===== config.mk =====
export PLATFORM = sky130hd
export DESIGN_NAME = shortest_path_dijkstra_flat
export DESIGN_NICKNAME = d
export VERILOG_FILES = /design/src/rtl/spd_pkg.sv /design/src/rtl/spd_if.sv /design/src/rtl/shortest_path_dijkstra.sv /design/src/rtl/spd_edge_store.sv /design/src/flat_wrapper.sv
export SDC_FILE = /design/constraint.sdc
export NUM_CORES = 2
export LEC_CHECK = 0
export BUFFER_PORTS_ARGS = -buffer_cell sky130_fd_sc_hd__buf_2
export CELL_PAD_IN_SITES_DETAIL_PLACEMENT = 1
export CELL_PAD_IN_SITES_GLOBAL_PLACEMENT = 1
export CORE_ASPECT_RATIO = 1.25
export CORE_MARGIN = 1
export CORE_UTILIZATION = 34
export CTS_CLUSTER_DIAMETER = 120
export DETAILED_ROUTE_END_ITERATION = 7
export GPL_ROUTABILITY_DRIVEN = 0
export PLACE_DENSITY = 0.63
export SYNTH_ARGS = -nofsm -noshare
export SYNTH_HDL_FRONTEND = slang
export SYNTH_HIERARCHICAL = 1
export SYNTH_MEMORY_MAX_BITS = 65536
export SYNTH_SLANG_ARGS = --single-unit

===== constraint.sdc =====
create_clock -name clk_i -period 7.3 [get_ports clk_i]
set_clock_uncertainty 0.1 [all_clocks]
set_input_delay 1.46 -clock clk_i [delete_from_list [all_inputs] [get_ports clk_i]]
set_output_delay 1.46 -clock clk_i [all_outputs]
set_load 0.03 [all_outputs]

===== src/rtl/spd_pkg.sv =====
// ----------------------------------------------------------------------------
// spd_pkg
// shared constants, opcodes and beat types of the shortest path engine
// ----------------------------------------------------------------------------
package spd_pkg;

  localparam int unsigned NODES_DEF       = 16;
  localparam int unsigned WEIGHT_BITS_DEF = 16;
  localparam int unsigned DIST_BITS       = 20;
  localparam int unsigned MAX_PATH        = 16;
  localparam int unsigned NODE_FIELD_W    = 4;
  localparam int unsigned WEIGHT_FIELD_W  = 16;

  localparam logic OP_WRITE = 1'b0;
  localparam logic OP_FIND  = 1'b1;

  typedef struct packed {
    logic                      opcode;
    logic [NODE_FIELD_W-1:0]   source_node;
    logic [NODE_FIELD_W-1:0]   target_node;
    logic [WEIGHT_FIELD_W-1:0] edge_weight;
    logic                      edge_present;
  } in_beat_t;

  typedef struct packed {
    logic [NODE_FIELD_W-1:0] path_node;
    logic                    found;
    logic                    last;
  } out_beat_t;

endpackage


===== src/rtl/spd_if.sv =====
// ----------------------------------------------------------------------------
// spd_if
// valid/ready channels for request beats and path beats
// ----------------------------------------------------------------------------
interface spd_in_if;
  logic               valid;
  logic               ready;
  spd_pkg::in_beat_t  data;
  modport source (output valid, output data, input ready);
  modport sink   (input valid, input data, output ready);
endinterface

interface spd_out_if;
  logic               valid;
  logic               ready;
  spd_pkg::out_beat_t data;
  modport source (output valid, output data, input ready);
  modport sink   (input valid, input data, output ready);
endinterface


===== src/rtl/shortest_path_dijkstra.sv =====
// ----------------------------------------------------------------------------
// shortest_path_dijkstra
// single-pair shortest path search over a stored directed weighted graph
// ----------------------------------------------------------------------------
//  channel  dir  beat           meaning
//  in_i     in   in_beat_t      edge write (opcode 0) or path query (opcode 1)
//  out_o    out  out_beat_t     path nodes, start first, or one not-found beat
//
//  an edge write goes straight to the edge memory; a query takes one node
//  memory sweep to clear, then per finished node one select sweep and, unless
//  that node is the goal, one relax sweep, then walks the predecessors back
//  from the goal and plays the path back one beat at a time
//  after reset all NODES*NODES edge entries are swept clear, ready low
//  the block takes one item at a time; ready stays low until the last beat
//  of a query is taken, and output stalls simply hold the beat
// ----------------------------------------------------------------------------
module shortest_path_dijkstra #(
  parameter int unsigned NODES       = spd_pkg::NODES_DEF,
  parameter int unsigned WEIGHT_BITS = spd_pkg::WEIGHT_BITS_DEF
) (
  input  logic      clk_i,
  input  logic      rst_ni,
  spd_in_if.sink    in_i,
  spd_out_if.source out_o
);
  import spd_pkg::*;

  localparam int unsigned NW  = $clog2(NODES);
  localparam int unsigned EAW = $clog2(NODES * NODES);
  localparam int unsigned SW  = ((DIST_BITS > WEIGHT_BITS) ? DIST_BITS : WEIGHT_BITS) + 1;
  localparam int unsigned PLW = $clog2(MAX_PATH + 1);
  localparam int unsigned PIW = $clog2(MAX_PATH);
  localparam logic [NW-1:0]        LAST_NODE  = NW'(NODES - 1);
  localparam logic [DIST_BITS-1:0] DIST_MAX   = '1;
  localparam logic [SW-1:0]        DIST_MAX_W = SW'(DIST_MAX);

  // sequencer codes
  localparam logic [2:0] ST_IDLE  = 3'd0;
  localparam logic [2:0] ST_INIT  = 3'd1;
  localparam logic [2:0] ST_SEL   = 3'd2;
  localparam logic [2:0] ST_FIN   = 3'd3;
  localparam logic [2:0] ST_RLX   = 3'd4;
  localparam logic [2:0] ST_WALK  = 3'd5;
  localparam logic [2:0] ST_WALKW = 3'd6;
  localparam logic [2:0] ST_EMIT  = 3'd7;

  // per-node search state, one memory word per node
  typedef struct packed {
    logic                 reached;
    logic                 finished;
    logic [DIST_BITS-1:0] cost;
    logic [NW-1:0]        pred;
  } node_ent_t;

  node_ent_t node_mem_q [NODES];
  node_ent_t nrd_q;
  logic      nwr_en;
  logic [NW-1:0] nwr_addr;
  node_ent_t nwr_data;
  logic [NW-1:0] nrd_addr;

  // path buffer, filled goal first and played back in reverse
  logic [NODE_FIELD_W-1:0] pbuf_q [MAX_PATH];
  logic                    pbuf_we;
  logic [PIW-1:0]          pbuf_wa;
  logic [NODE_FIELD_W-1:0] pbuf_wd;

  logic [2:0]           state_q, state_d;
  logic [NW-1:0]        cnt_q, cnt_d;
  logic                 iss_q, iss_d;
  logic                 rsp_vld_q, rsp_vld_d;
  logic [NW-1:0]        rsp_idx_q, rsp_idx_d;
  logic                 best_vld_q, best_vld_d;
  logic [NW-1:0]        best_idx_q, best_idx_d;
  logic [DIST_BITS-1:0] best_dist_q, best_dist_d;
  logic [NW-1:0]        best_pred_q, best_pred_d;
  logic [NW-1:0]        start_q, start_d;
  logic [NW-1:0]        goal_q, goal_d;
  logic [NW-1:0]        cur_q, cur_d;
  logic [PLW-1:0]       plen_q, plen_d;
  logic [PIW-1:0]       ek_q, ek_d;
  logic                 ovalid_q, ovalid_d;
  logic                 ofound_q, ofound_d;

  // edge store
  logic                   clr_busy;
  logic                   ewr_en;
  logic [EAW-1:0]         ewr_addr;
  logic [EAW-1:0]         erd_addr;
  logic                   erd_present;
  logic [WEIGHT_BITS-1:0] erd_weight;

  logic          in_beat;
  logic          src_ok, dst_ok;
  logic [NW-1:0] src_idx, dst_idx;

  assign in_i.ready = (state_q == ST_IDLE) && !clr_busy;
  assign in_beat    = in_i.valid && in_i.ready;
  assign src_ok     = 32'(in_i.data.source_node) < NODES;
  assign dst_ok     = 32'(in_i.data.target_node) < NODES;
  assign src_idx    = NW'(in_i.data.source_node);
  assign dst_idx    = NW'(in_i.data.target_node);

  // edge writes go straight to the memory; out-of-range writes drop
  assign ewr_en   = in_beat && (in_i.data.opcode == OP_WRITE) && src_ok && dst_ok;
  assign ewr_addr = EAW'(32'(src_idx) * NODES + 32'(dst_idx));
  assign erd_addr = EAW'(32'(best_idx_q) * NODES + 32'(cnt_q));

  spd_edge_store #(
    .NODES       (NODES),
    .WEIGHT_BITS (WEIGHT_BITS)
  ) u_edge_store (
    .clk_i        (clk_i),
    .rst_ni       (rst_ni),
    .wr_en_i      (ewr_en),
    .wr_addr_i    (ewr_addr),
    .wr_present_i (in_i.data.edge_present),
    .wr_weight_i  (WEIGHT_BITS'(in_i.data.edge_weight)),
    .rd_addr_i    (erd_addr),
    .rd_present_o (erd_present),
    .rd_weight_o  (erd_weight),
    .busy_o       (clr_busy)
  );

  // selection compare: strict less keeps the lowest index on ties
  logic cand;
  assign cand = rsp_vld_q && nrd_q.reached && !nrd_q.finished &&
                (!best_vld_q || (nrd_q.cost < best_dist_q));

  // relaxation with saturating distance
  logic [SW-1:0]        nd_sum;
  logic [DIST_BITS-1:0] nd;
  logic                 rlx_upd;
  assign nd_sum  = SW'(best_dist_q) + SW'(erd_weight);
  assign nd      = (nd_sum > DIST_MAX_W) ? DIST_MAX : DIST_BITS'(nd_sum);
  assign rlx_upd = rsp_vld_q && erd_present && (!nrd_q.reached || (nd < nrd_q.cost));

  logic rsp_last;
  assign rsp_last = rsp_vld_q && (rsp_idx_q == LAST_NODE);

  always_comb begin
    state_d     = state_q;
    cnt_d       = cnt_q;
    iss_d       = iss_q;
    rsp_vld_d   = 1'b0;
    rsp_idx_d   = rsp_idx_q;
    best_vld_d  = best_vld_q;
    best_idx_d  = best_idx_q;
    best_dist_d = best_dist_q;
    best_pred_d = best_pred_q;
    start_d     = start_q;
    goal_d      = goal_q;
    cur_d       = cur_q;
    plen_d      = plen_q;
    ek_d        = ek_q;
    ovalid_d    = ovalid_q;
    ofound_d    = ofound_q;
    nwr_en      = 1'b0;
    nwr_addr    = cnt_q;
    nwr_data    = '0;
    nrd_addr    = cnt_q;
    pbuf_we     = 1'b0;
    pbuf_wa     = PIW'(plen_q);
    pbuf_wd     = NODE_FIELD_W'(goal_q);

    // sweep issue shared by select and relax
    if ((state_q == ST_SEL || state_q == ST_RLX) && iss_q) begin
      rsp_vld_d = 1'b1;
      rsp_idx_d = cnt_q;
      if (cnt_q == LAST_NODE) begin
        iss_d = 1'b0;
      end else begin
        cnt_d = cnt_q + 1'b1;
      end
    end

    unique case (state_q)
      ST_IDLE: begin
        if (in_beat && (in_i.data.opcode == OP_FIND)) begin
          if (src_ok && dst_ok) begin
            start_d = src_idx;
            goal_d  = dst_idx;
            cnt_d   = '0;
            state_d = ST_INIT;
          end else begin
            ovalid_d = 1'b1;
            ofound_d = 1'b0;
            state_d  = ST_EMIT;
          end
        end
      end
      ST_INIT: begin
        nwr_en = 1'b1;
        if (cnt_q == start_q) begin
          nwr_data.reached = 1'b1;
          nwr_data.pred    = start_q;
        end
        if (cnt_q == LAST_NODE) begin
          cnt_d      = '0;
          iss_d      = 1'b1;
          best_vld_d = 1'b0;
          state_d    = ST_SEL;
        end else begin
          cnt_d = cnt_q + 1'b1;
        end
      end
      ST_SEL: begin
        if (cand) begin
          best_vld_d  = 1'b1;
          best_idx_d  = rsp_idx_q;
          best_dist_d = nrd_q.cost;
          best_pred_d = nrd_q.pred;
        end
        if (rsp_last) begin
          if (best_vld_q || cand) begin
            state_d = ST_FIN;
          end else begin
            ovalid_d = 1'b1;
            ofound_d = 1'b0;
            state_d  = ST_EMIT;
          end
        end
      end
      ST_FIN: begin
        nwr_en   = 1'b1;
        nwr_addr = best_idx_q;
        nwr_data = '{reached: 1'b1, finished: 1'b1, cost: best_dist_q, pred: best_pred_q};
        if (best_idx_q == goal_q) begin
          cur_d   = goal_q;
          plen_d  = PLW'(1);
          pbuf_we = 1'b1;
          pbuf_wa = '0;
          state_d = ST_WALK;
        end else begin
          cnt_d   = '0;
          iss_d   = 1'b1;
          state_d = ST_RLX;
        end
      end
      ST_RLX: begin
        if (rlx_upd) begin
          nwr_en   = 1'b1;
          nwr_addr = rsp_idx_q;
          nwr_data = '{reached: 1'b1, finished: nrd_q.finished, cost: nd, pred: best_idx_q};
        end
        if (rsp_last) begin
          cnt_d      = '0;
          iss_d      = 1'b1;
          best_vld_d = 1'b0;
          state_d    = ST_SEL;
        end
      end
      ST_WALK: begin
        if ((cur_q != start_q) && (plen_q < PLW'(MAX_PATH))) begin
          nrd_addr = cur_q;
          state_d  = ST_WALKW;
        end else begin
          ek_d     = PIW'(plen_q - 1'b1);
          ovalid_d = 1'b1;
          ofound_d = 1'b1;
          state_d  = ST_EMIT;
        end
      end
      ST_WALKW: begin
        cur_d   = nrd_q.pred;
        pbuf_we = 1'b1;
        pbuf_wd = NODE_FIELD_W'(nrd_q.pred);
        plen_d  = plen_q + 1'b1;
        state_d = ST_WALK;
      end
      ST_EMIT: begin
        if (out_o.ready) begin
          if (!ofound_q || (ek_q == '0)) begin
            ovalid_d = 1'b0;
            state_d  = ST_IDLE;
          end else begin
            ek_d = ek_q - 1'b1;
          end
        end
      end
      default: state_d = ST_IDLE;
    endcase
  end

  always_ff @(posedge clk_i or negedge rst_ni) begin
    if (!rst_ni) begin
      state_q     <= ST_IDLE;
      cnt_q       <= '0;
      iss_q       <= 1'b0;
      rsp_vld_q   <= 1'b0;
      rsp_idx_q   <= '0;
      best_vld_q  <= 1'b0;
      best_idx_q  <= '0;
      best_dist_q <= '0;
      best_pred_q <= '0;
      start_q     <= '0;
      goal_q      <= '0;
      cur_q       <= '0;
      plen_q      <= '0;
      ek_q        <= '0;
      ovalid_q    <= 1'b0;
      ofound_q    <= 1'b0;
    end else begin
      state_q     <= state_d;
      cnt_q       <= cnt_d;
      iss_q       <= iss_d;
      rsp_vld_q   <= rsp_vld_d;
      rsp_idx_q   <= rsp_idx_d;
      best_vld_q  <= best_vld_d;
      best_idx_q  <= best_idx_d;
      best_dist_q <= best_dist_d;
      best_pred_q <= best_pred_d;
      start_q     <= start_d;
      goal_q      <= goal_d;
      cur_q       <= cur_d;
      plen_q      <= plen_d;
      ek_q        <= ek_d;
      ovalid_q    <= ovalid_d;
      ofound_q    <= ofound_d;
    end
  end

  // node memory, read data registered
  always_ff @(posedge clk_i) begin
    if (nwr_en) begin
      node_mem_q[nwr_addr] <= nwr_data;
    end
    nrd_q <= node_mem_q[nrd_addr];
  end

  always_ff @(posedge clk_i) begin
    if (pbuf_we) begin
      pbuf_q[pbuf_wa] <= pbuf_wd;
    end
  end

  // output beat: path played back from the start end of the buffer
  assign out_o.valid = ovalid_q;
  always_comb begin
    out_o.data.path_node = ofound_q ? pbuf_q[ek_q] : '0;
    out_o.data.found     = ofound_q;
    out_o.data.last      = !ofound_q || (ek_q == '0);
  end

`ifndef ASSERT_OFF
  a_out_in_emit: assert property (@(posedge clk_i) disable iff (!rst_ni)
    out_o.valid |-> (state_q == ST_EMIT))
    else $error("path beat offered outside playback");

  a_notfound_last: assert property (@(posedge clk_i) disable iff (!rst_ni)
    (out_o.valid && !out_o.data.found) |-> out_o.data.last)
    else $error("not-found beat without last");

  a_walk_len: assert property (@(posedge clk_i) disable iff (!rst_ni)
    (state_q == ST_WALK) |-> ((plen_q != '0) && (plen_q <= PLW'(MAX_PATH))))
    else $error("path length out of range");

  a_fin_has_best: assert property (@(posedge clk_i) disable iff (!rst_ni)
    (state_q == ST_FIN) |-> best_vld_q)
    else $error("finishing without a selected node");

  a_ready_no_beat: assert property (@(posedge clk_i) disable iff (!rst_ni)
    in_i.ready |-> !ovalid_q)
    else $error("taking a request while a path beat waits");
`endif

endmodule


===== src/rtl/spd_edge_store.sv =====
// ----------------------------------------------------------------------------
// spd_edge_store
// edge weight memory with present bit, swept clear after reset
// ----------------------------------------------------------------------------
module spd_edge_store #(
  parameter int unsigned NODES       = spd_pkg::NODES_DEF,
  parameter int unsigned WEIGHT_BITS = spd_pkg::WEIGHT_BITS_DEF,
  localparam int unsigned EAW        = $clog2(NODES * NODES)
) (
  input  logic                   clk_i,
  input  logic                   rst_ni,
  input  logic                   wr_en_i,
  input  logic [EAW-1:0]         wr_addr_i,
  input  logic                   wr_present_i,
  input  logic [WEIGHT_BITS-1:0] wr_weight_i,
  input  logic [EAW-1:0]         rd_addr_i,
  output logic                   rd_present_o,
  output logic [WEIGHT_BITS-1:0] rd_weight_o,
  output logic                   busy_o
);
  import spd_pkg::*;

  localparam int unsigned DEPTH = NODES * NODES;
  localparam logic [EAW-1:0] LAST_ADDR = EAW'(DEPTH - 1);

  logic [WEIGHT_BITS:0] mem_q [DEPTH];
  logic [WEIGHT_BITS:0] rd_q;
  logic                 clr_q;
  logic [EAW-1:0]       clr_cnt_q;

  // clear sweep over every entry after reset
  always_ff @(posedge clk_i or negedge rst_ni) begin
    if (!rst_ni) begin
      clr_q     <= 1'b1;
      clr_cnt_q <= '0;
    end else if (clr_q) begin
      if (clr_cnt_q == LAST_ADDR) begin
        clr_q <= 1'b0;
      end
      clr_cnt_q <= clr_cnt_q + 1'b1;
    end
  end

  always_ff @(posedge clk_i) begin
    if (clr_q) begin
      mem_q[clr_cnt_q] <= '0;
    end else if (wr_en_i) begin
      mem_q[wr_addr_i] <= {wr_present_i, wr_weight_i};
    end
    rd_q <= mem_q[rd_addr_i];
  end

  assign rd_present_o = rd_q[WEIGHT_BITS];
  assign rd_weight_o  = rd_q[WEIGHT_BITS-1:0];
  assign busy_o       = clr_q;

endmodule


===== src/flat_wrapper.sv =====
// flat-port wrapper written by rule: the top's interface ports become plain ports
module shortest_path_dijkstra_flat import spd_pkg::*;
#(
  parameter int unsigned NODES       = spd_pkg::NODES_DEF,
  parameter int unsigned WEIGHT_BITS = spd_pkg::WEIGHT_BITS_DEF
)
  (clk_i, rst_ni, in_i_valid, in_i_data, in_i_ready, out_o_valid, out_o_data, out_o_ready);
  spd_in_if in_i_i ();
  spd_out_if out_o_i ();
  input  logic clk_i;
  input  logic rst_ni;
  input wire logic [$bits(in_i_i.valid)-1:0] in_i_valid;
  input wire logic [$bits(in_i_i.data)-1:0] in_i_data;
  output wire logic [$bits(in_i_i.ready)-1:0] in_i_ready;
  output wire logic [$bits(out_o_i.valid)-1:0] out_o_valid;
  output wire logic [$bits(out_o_i.data)-1:0] out_o_data;
  input wire logic [$bits(out_o_i.ready)-1:0] out_o_ready;
  assign in_i_i.valid = in_i_valid;
  assign in_i_i.data = in_i_data;
  assign in_i_ready = in_i_i.ready;
  assign out_o_valid = out_o_i.valid;
  assign out_o_data = out_o_i.data;
  assign out_o_i.ready = out_o_ready;
  shortest_path_dijkstra #(.NODES(NODES), .WEIGHT_BITS(WEIGHT_BITS)) u_core (.clk_i(clk_i), .rst_ni(rst_ni), .in_i(in_i_i), .out_o(out_o_i));
endmodule

Word level (Yosys, flattened, before mapping)
Memory sizes are Yosys's and may differ from the RTL's. A register that Yosys moved wholly into a read port is not among the register bits.
Index checks and enable logic that the tools add are counted.
Cells by class
  add/sub/neg operators: 8
  multipliers: 0
  divide/modulo/power cells: 0
  order comparisons: 4
  equal/unequal tests: 24
  shift-type cells: 0
  mux-type cells: 78
  bitwise logic cells: 1
  reductions and logical operators: 39
Operators by type and width (number)
  $mux W4: 18
  $pmux W21 S2: 1
  $lt A20 B20 Y1: 2
  $mux W1: 33
  $mux W26: 1
  $pmux W3 S8: 1
  $pmux W4 S2: 3
  $add A20 B16 Y21: 1
  $gt A21 B20 Y1 const B: 1
  $mux W3: 7
  $mux W20: 1
  $mux W17: 1
  $reduce_or A17 Y1: 1
  $add A8 B4 Y8: 2
  $pmux W4 S4: 1
  $eq A3 B3 Y1 const B: 4
  $logic_and A1 B1 Y1: 12
  $ne A2 B2 Y1 const B: 6
  $pmux W1 S3: 4
  $pmux W4 S3: 1
  $reduce_and A4 Y1: 3
  $reduce_and A6 Y1: 2
  $ne A2 B1 Y1 const B: 5
  $pmux W5 S2: 1
  23 further kinds: 42
Word-level totals
  register bits after elaboration: 74
  latch bits: 0
  RAM bits: 4832
  bits in read-only memories: 0
  memories kept: 3
Memory list
  u_core.u_edge_store.mem_q: depth 256, bits a word 17, rd ports 1, clocked after memory_dff 1, wr ports 1, line spd_edge_store.sv:26  | logic [WEIGHT_BITS:0] mem_q [DEPTH];
  u_core.node_mem_q: depth 16, bits a word 26, rd ports 1, clocked after memory_dff 1, wr ports 1, line shortest_path_dijkstra.sv:55  | node_ent_t node_mem_q [NODES];
  u_core.pbuf_q: depth 16, bits a word 4, rd ports 1, clocked after memory_dff 0, wr ports 1, line shortest_path_dijkstra.sv:63  | logic [NODE_FIELD_W-1:0] pbuf_q [MAX_PATH];

Depth between registers and ports, before layout
  depth in word-level cells: 10
  gate-level depth with buffers: 21

Modules after synthesis
The synthesis kept the hierarchy.
Modules (own cells, without submodules)
  spd_edge_store: instances 1, cells each 7863, area each 168693.0 µm²
  shortest_path_dijkstra: instances 1, cells each 1639, area each 24552.3 µm²

Worst setup path after synthesis
OpenSTA, ideal clock, no wires.
  path kind: register to register
  start point: reg u_core.state_q[2]
  end point: mem u_core/u_edge_store/mem_q[0][10] (netlist bit), data pin
  library setup time: 870 ps
  data arrival time: 6070 ps
  setup slack: 260 ps
  cell stages (with the launch flop): 10
  buffers on the path: 4
  clock period less this slack: 7040 ps
  cell sequence: dfrtp_1 -> buf_2 -> nor4_1 -> nand2_1 -> nor2_1 -> nor2b_1 -> clkbuf_1 -> clkbuf_1 -> clkbuf_1 -> and2_1
On the way
  longest elaborated chain between the ends: 9
Ends and longest elaborated chain
  start, declared: line shortest_path_dijkstra.sv:68  | logic [2:0] state_q, state_d;
  start signal, assigned: line shortest_path_dijkstra.sv:304  | state_q <= state_d;
  $logic_not A3 Y1: line shortest_path_dijkstra.sv:97  | assign in_i.ready = (state_q == ST_IDLE) && !clr_busy;
  $logic_and A1 B1 Y1: line shortest_path_dijkstra.sv:97
  named net in_i_ready: line flat_wrapper.sv:14  | output wire logic [$bits(in_i_i.ready)-1:0] in_i_ready;
  $logic_and A1 B1 Y1: line shortest_path_dijkstra.sv:98  | assign in_beat = in_i.valid && in_i.ready;
  $logic_and A1 B1 Y1: line shortest_path_dijkstra.sv:105  | assign ewr_en = in_beat && (in_i.data.opcode == OP_WRITE) && src_ok && dst_ok;
  named net u_core.ewr_en: line shortest_path_dijkstra.sv:87  | logic ewr_en;
  $mux W1: line spd_edge_store.sv:47  | end else if (wr_en_i) begin
  $mux W1: line spd_edge_store.sv:45  | if (clr_q) begin
  $mux W1 (not written as such): line spd_edge_store.sv:48  | mem_q[wr_addr_i] <= {wr_present_i, wr_weight_i};
  $reduce_or A17 Y1 (no line)
  $mux W17 (no line)
  end, declared: line spd_edge_store.sv:26
The timed path passes the listed nets, and every way through them passes these cells.

Worst setup path in the final report
  start point: reg u_core.best_dist_q[0]
  end point: mem u_core/node_mem_q[3][10] (netlist bit) (enable)
On the way
  longest elaborated chain between the ends: 10
Ends and longest elaborated chain
  start, declared: line shortest_path_dijkstra.sv:75  | logic [DIST_BITS-1:0] best_dist_q, best_dist_d;
  start signal, assigned: line shortest_path_dijkstra.sv:311  | best_dist_q <= best_dist_d;
  $add A20 B16 Y21 (*): line shortest_path_dijkstra.sv:134  | assign nd_sum = SW'(best_dist_q) + SW'(erd_weight);
  $gt A21 B20 Y1: line shortest_path_dijkstra.sv:135  | assign nd = (nd_sum > DIST_MAX_W) ? DIST_MAX : DIST_BITS'(nd_sum);
  $mux W20 (*): line shortest_path_dijkstra.sv:135
  $lt A20 B20 Y1 (*): line shortest_path_dijkstra.sv:136  | assign rlx_upd = rsp_vld_q && erd_present && (!nrd_q.reached || (nd < nrd_q.cost));
  $logic_or A1 B1 Y1 (*): line shortest_path_dijkstra.sv:136
  $logic_and A1 B1 Y1 (*): line shortest_path_dijkstra.sv:136
  $mux W1: line shortest_path_dijkstra.sv:241  | if (rlx_upd) begin
  $pmux W1 S2: line shortest_path_dijkstra.sv:177  | unique case (state_q)
  $mux W1: line shortest_path_dijkstra.sv:325  | if (nwr_en) begin
  $mux W1 (not written as such): line shortest_path_dijkstra.sv:326  | node_mem_q[nwr_addr] <= nwr_data;
  end, declared: line shortest_path_dijkstra.sv:55
Mark *: on every way between the ends. The rest lies on a longest branch, timed or not.

==> metrics.yaml <==
setup_path:
  max_stage_delay_ns: 0.82
  cp-start-kind: "flop"
  crit_arrival_ns: 7.22
  critPathCaptureType: "flop"
  crit_type: "reg2reg"
  cpMaxStageDelayCell: "nor3_2"
  rr_startpoint: "u_core/best_dist_q[0]"
  required_ns: 7.92
  setup.worst_path.start: "u_core/best_dist_q[0]"
  crit_family: "simple AND/OR/NAND/NOR gates"
  crit_buf_inv: 3
  path_max_fanout: 15
  crit_chain: "ha_1 -> inv_1 -> fa_1 -> nand2b_1 -> a21o_1 -> a21o_1 -> o21ai_0 -> nand2_1 -> nand2_1 -> ha_1 -> nand4_1 -> nor4_1 -> a31oi_1 -> and3_1 -> a21oi_1 -> a221oi_1 -> buf_4 -> nor3_2 -> buf_4"
timing:
  hold_violations: 0
  worstMarginPinSlew_ns: 1.47
  maxSlewViolCount: 0
  fin_crit_ns: 6.59
  fmax_mhz: 152
  fin_crit_sh_pct: 90.3
  rsz0062_at_grt: "false"
  fin_tns_setup_ns: 0
  relSlewSlack_pct: 1.58
  finalSetupViolations: 0
drt:
  drt_iter0_drc: 10700
  vias: 98200
  drc: 0
  dr.pass1.iters: 5
  ant_nets: 0
  wl_per_cell_um: 31.5
  wl_um: 558000
  viasPerCell: 5.54
outcome:
  status: "finished, violations left"
  violations: "max-capacitance violations"
cts:
  cts_buffer_depth: 4
  postCtsHoldBufs: 0
  htreeDepth: 5
  cts_tree: "done"
  clkTransAtPathRegs_ns: 0.06
  cts_made_buffers: 477
  clk_latency_ns: 1.06
  clock_sinks: 4949
  cts-root-buf: "clkbuf_16"
  cts_setup_buffers: 0
  cts.repair.resized: 0
grt:
  grt_pass1_vias: 102000
  grt_max_degree: 141
  grt_pass1_wl_um: 784000
  grt_usage_pct: 19.0
  grt_overflow_total: 0
  antenna_found_initial: 35
yosys:
  synthFlopType: "edfxtp_1"
  synth_common_cells: "4,832 x edfxtp_1, 919 x mux2i_1, 882 x mux4_2"
  ys_ff_latch: 4949
  syn_nets: 9592
  synth_warnings: 6
  synthTopCellsByArea: "edfxtp_1 75%, mux4_2 10%, mux2i_1 4.8%"
  synth.distinct_cells: 77
  ys_seq_area_share_pct: 76.5
  syn-instance-count: 9502
  async_flop_share_pct: 1.50
  synth_edf_count: 4832
  syn_avg_cell_area_sq_um: 20.3
  yosysMostFrequentCell: "edfxtp_1"
  yosysTopAreaCell: "edfxtp_1"
  synth.cell_area_sq_um: 193000
  synth.top_cell.area_share_pct: 75.1
place:
  placed_area_sq_um: 204000
  dp_hpwl_um: 347000
  port_buffers: 37
  place_inst: 16900
cells_and_area:
  fin_area_sq_um: 220000
  layout-drive-gt1-share_pct: 21.8
  area_growth_pct: 13.7
  fin_cells: 17700
  layout.nets: 9955
pwr:
  power_mw: 55.4
  power_frac_comb_pct: 0.1
  pwr-share-clk_pct: 44.5
  seqPwrFrac_pct: 55.4
  p_leak_nw: 60.3
  intPower_mw: 44.5
  switching_share_pct: 19.6
  power_density_nw_per_um2: 252
  ir_drop_mv: 0.205
  power.switching_mw: 10.9
floorplanning:
  core_sq_um: 566000
  pin_count: 38
  std_cell_rows: 309
  die_x_um: 676
  die_h_um: 845
  dieArea_sq_um: 571000
  start_util_pct: 34.1
run:
  maxCapViolCount: 1
hold_path:
  hold_path.class: "in2async"
[power by group through the flow]
stage	registers (mW)	clock network [mW]	logic, mW
after floorplan	31.3	0	0.000955
after global placement	31.3	0	0.0352
after detailed placement	31.3	0	0.0348
after CTS	30.7	25.1	0.0348
after global routing	30.7	26.0	0.0368
final	30.7	24.6	0.0345
[kinds of logic after synthesis]
logic type	count (synthesis)	share of synthesized area, %
flip-flops	4949	76.5
multiplexers	1825	15.2
AO/OA/AOI/OAI	1034	3.65
AND/OR/NAND/NOR	996	2.47
buffers and inverters	604	1.67
adder cells (fa/ha/maj)	60	0.392
XOR/XNOR	34	0.154
[final timing paths]
check | end | slack [ns] | depth (start not counted)
max in group asynchronous | u_core/cnt_q[1] | 5.64 | 2
min | u_core/best_dist_q[7] | 0.21 | 1
min in group clk_i | u_core/best_pred_q[1] | 0.41 | 1
max reg2reg | u_core/node_mem_q[3][10] | 0.71 | 19
min reg2reg | u_core/best_pred_q[1] | 0.41 | 1
max | u_core/node_mem_q[3][10] | 0.71 | 19
[area by class of cell]
| type | instances | area [sq um] |
|---|---|---|
| clock inverter | 296 | 2910 |
| antenna | 7 | 17.5 |
| timing repair buffer | 429 | 3860 |
| multi-input combinational | 3949 | 42900 |
| inverter | 59 | 230 |
| tap | 7464 | 9340 |
| sequential | 4949 | 148000 |
| fill | 54100 | 347000 |
| clock buffer | 586 | 12600 |
[state kept, by name (all words and copies together) (netlist names), 3 cells and up]
register,count
u_core/pbuf_q,64
u_core/best_idx_q,4
u_core/node_mem_q,416
u_core/rsp_idx_q,4
u_core/state_q,3
u_core/ek_q,4
u_core/plen_q,5
u_core/u_edge_store/rd_q,17
u_core/best_pred_q,4
u_core/nrd_q,26
u_core/cnt_q,4
u_core/cur_q,4
u_core/start_q,4
u_core/u_edge_store/clr_cnt_q,8
u_core/best_dist_q,20
u_core/goal_q,4
u_core/u_edge_store/mem_q,4352
[through the flow]
step	worst slack [ns]	util [%]	hold slack, ns
final	0.708	38.8	0.211
after global routing	0.197	38.8	0.198
after CTS	0.783	38.8	0.140
after detailed placement	0.817	36.1	0.401
after global placement	0.955	36.0	0.395
after floorplan	0.260	-	0.354
[routing by layer]
metal	GRT usage, %	wire [um]	vias up
met5	0	60	-
met3	2.42	31900	860
met4	7.59	25700	10
met1	24.0	218000	53400
li1	-	-	40500
met2	33.1	283000	3545
[placed cells by master (no fill, tap or decap), types with 36 or more instances in the layout]
cell / count
edfxtp_1: 4832
buf_2: 36
o221ai_1: 190
buf_4: 335
clkinv_1: 118
dfrtp_1: 68
nand2_1: 136
clkbuf_16: 484
nor3_1: 220
o22ai_1: 405
clkbuf_1: 95
clkinv_2: 90
mux2i_1: 918
a21oi_1: 173
bufinv_16: 45
buf_12: 58
nor2_2: 125
o21ai_0: 67
dfxtp_1: 43
inv_1: 57
nand3_1: 45
nor2_1: 223
nor4_1: 41
mux4_2: 882
ha_1: 59
(Power assumes the default switching activity.)
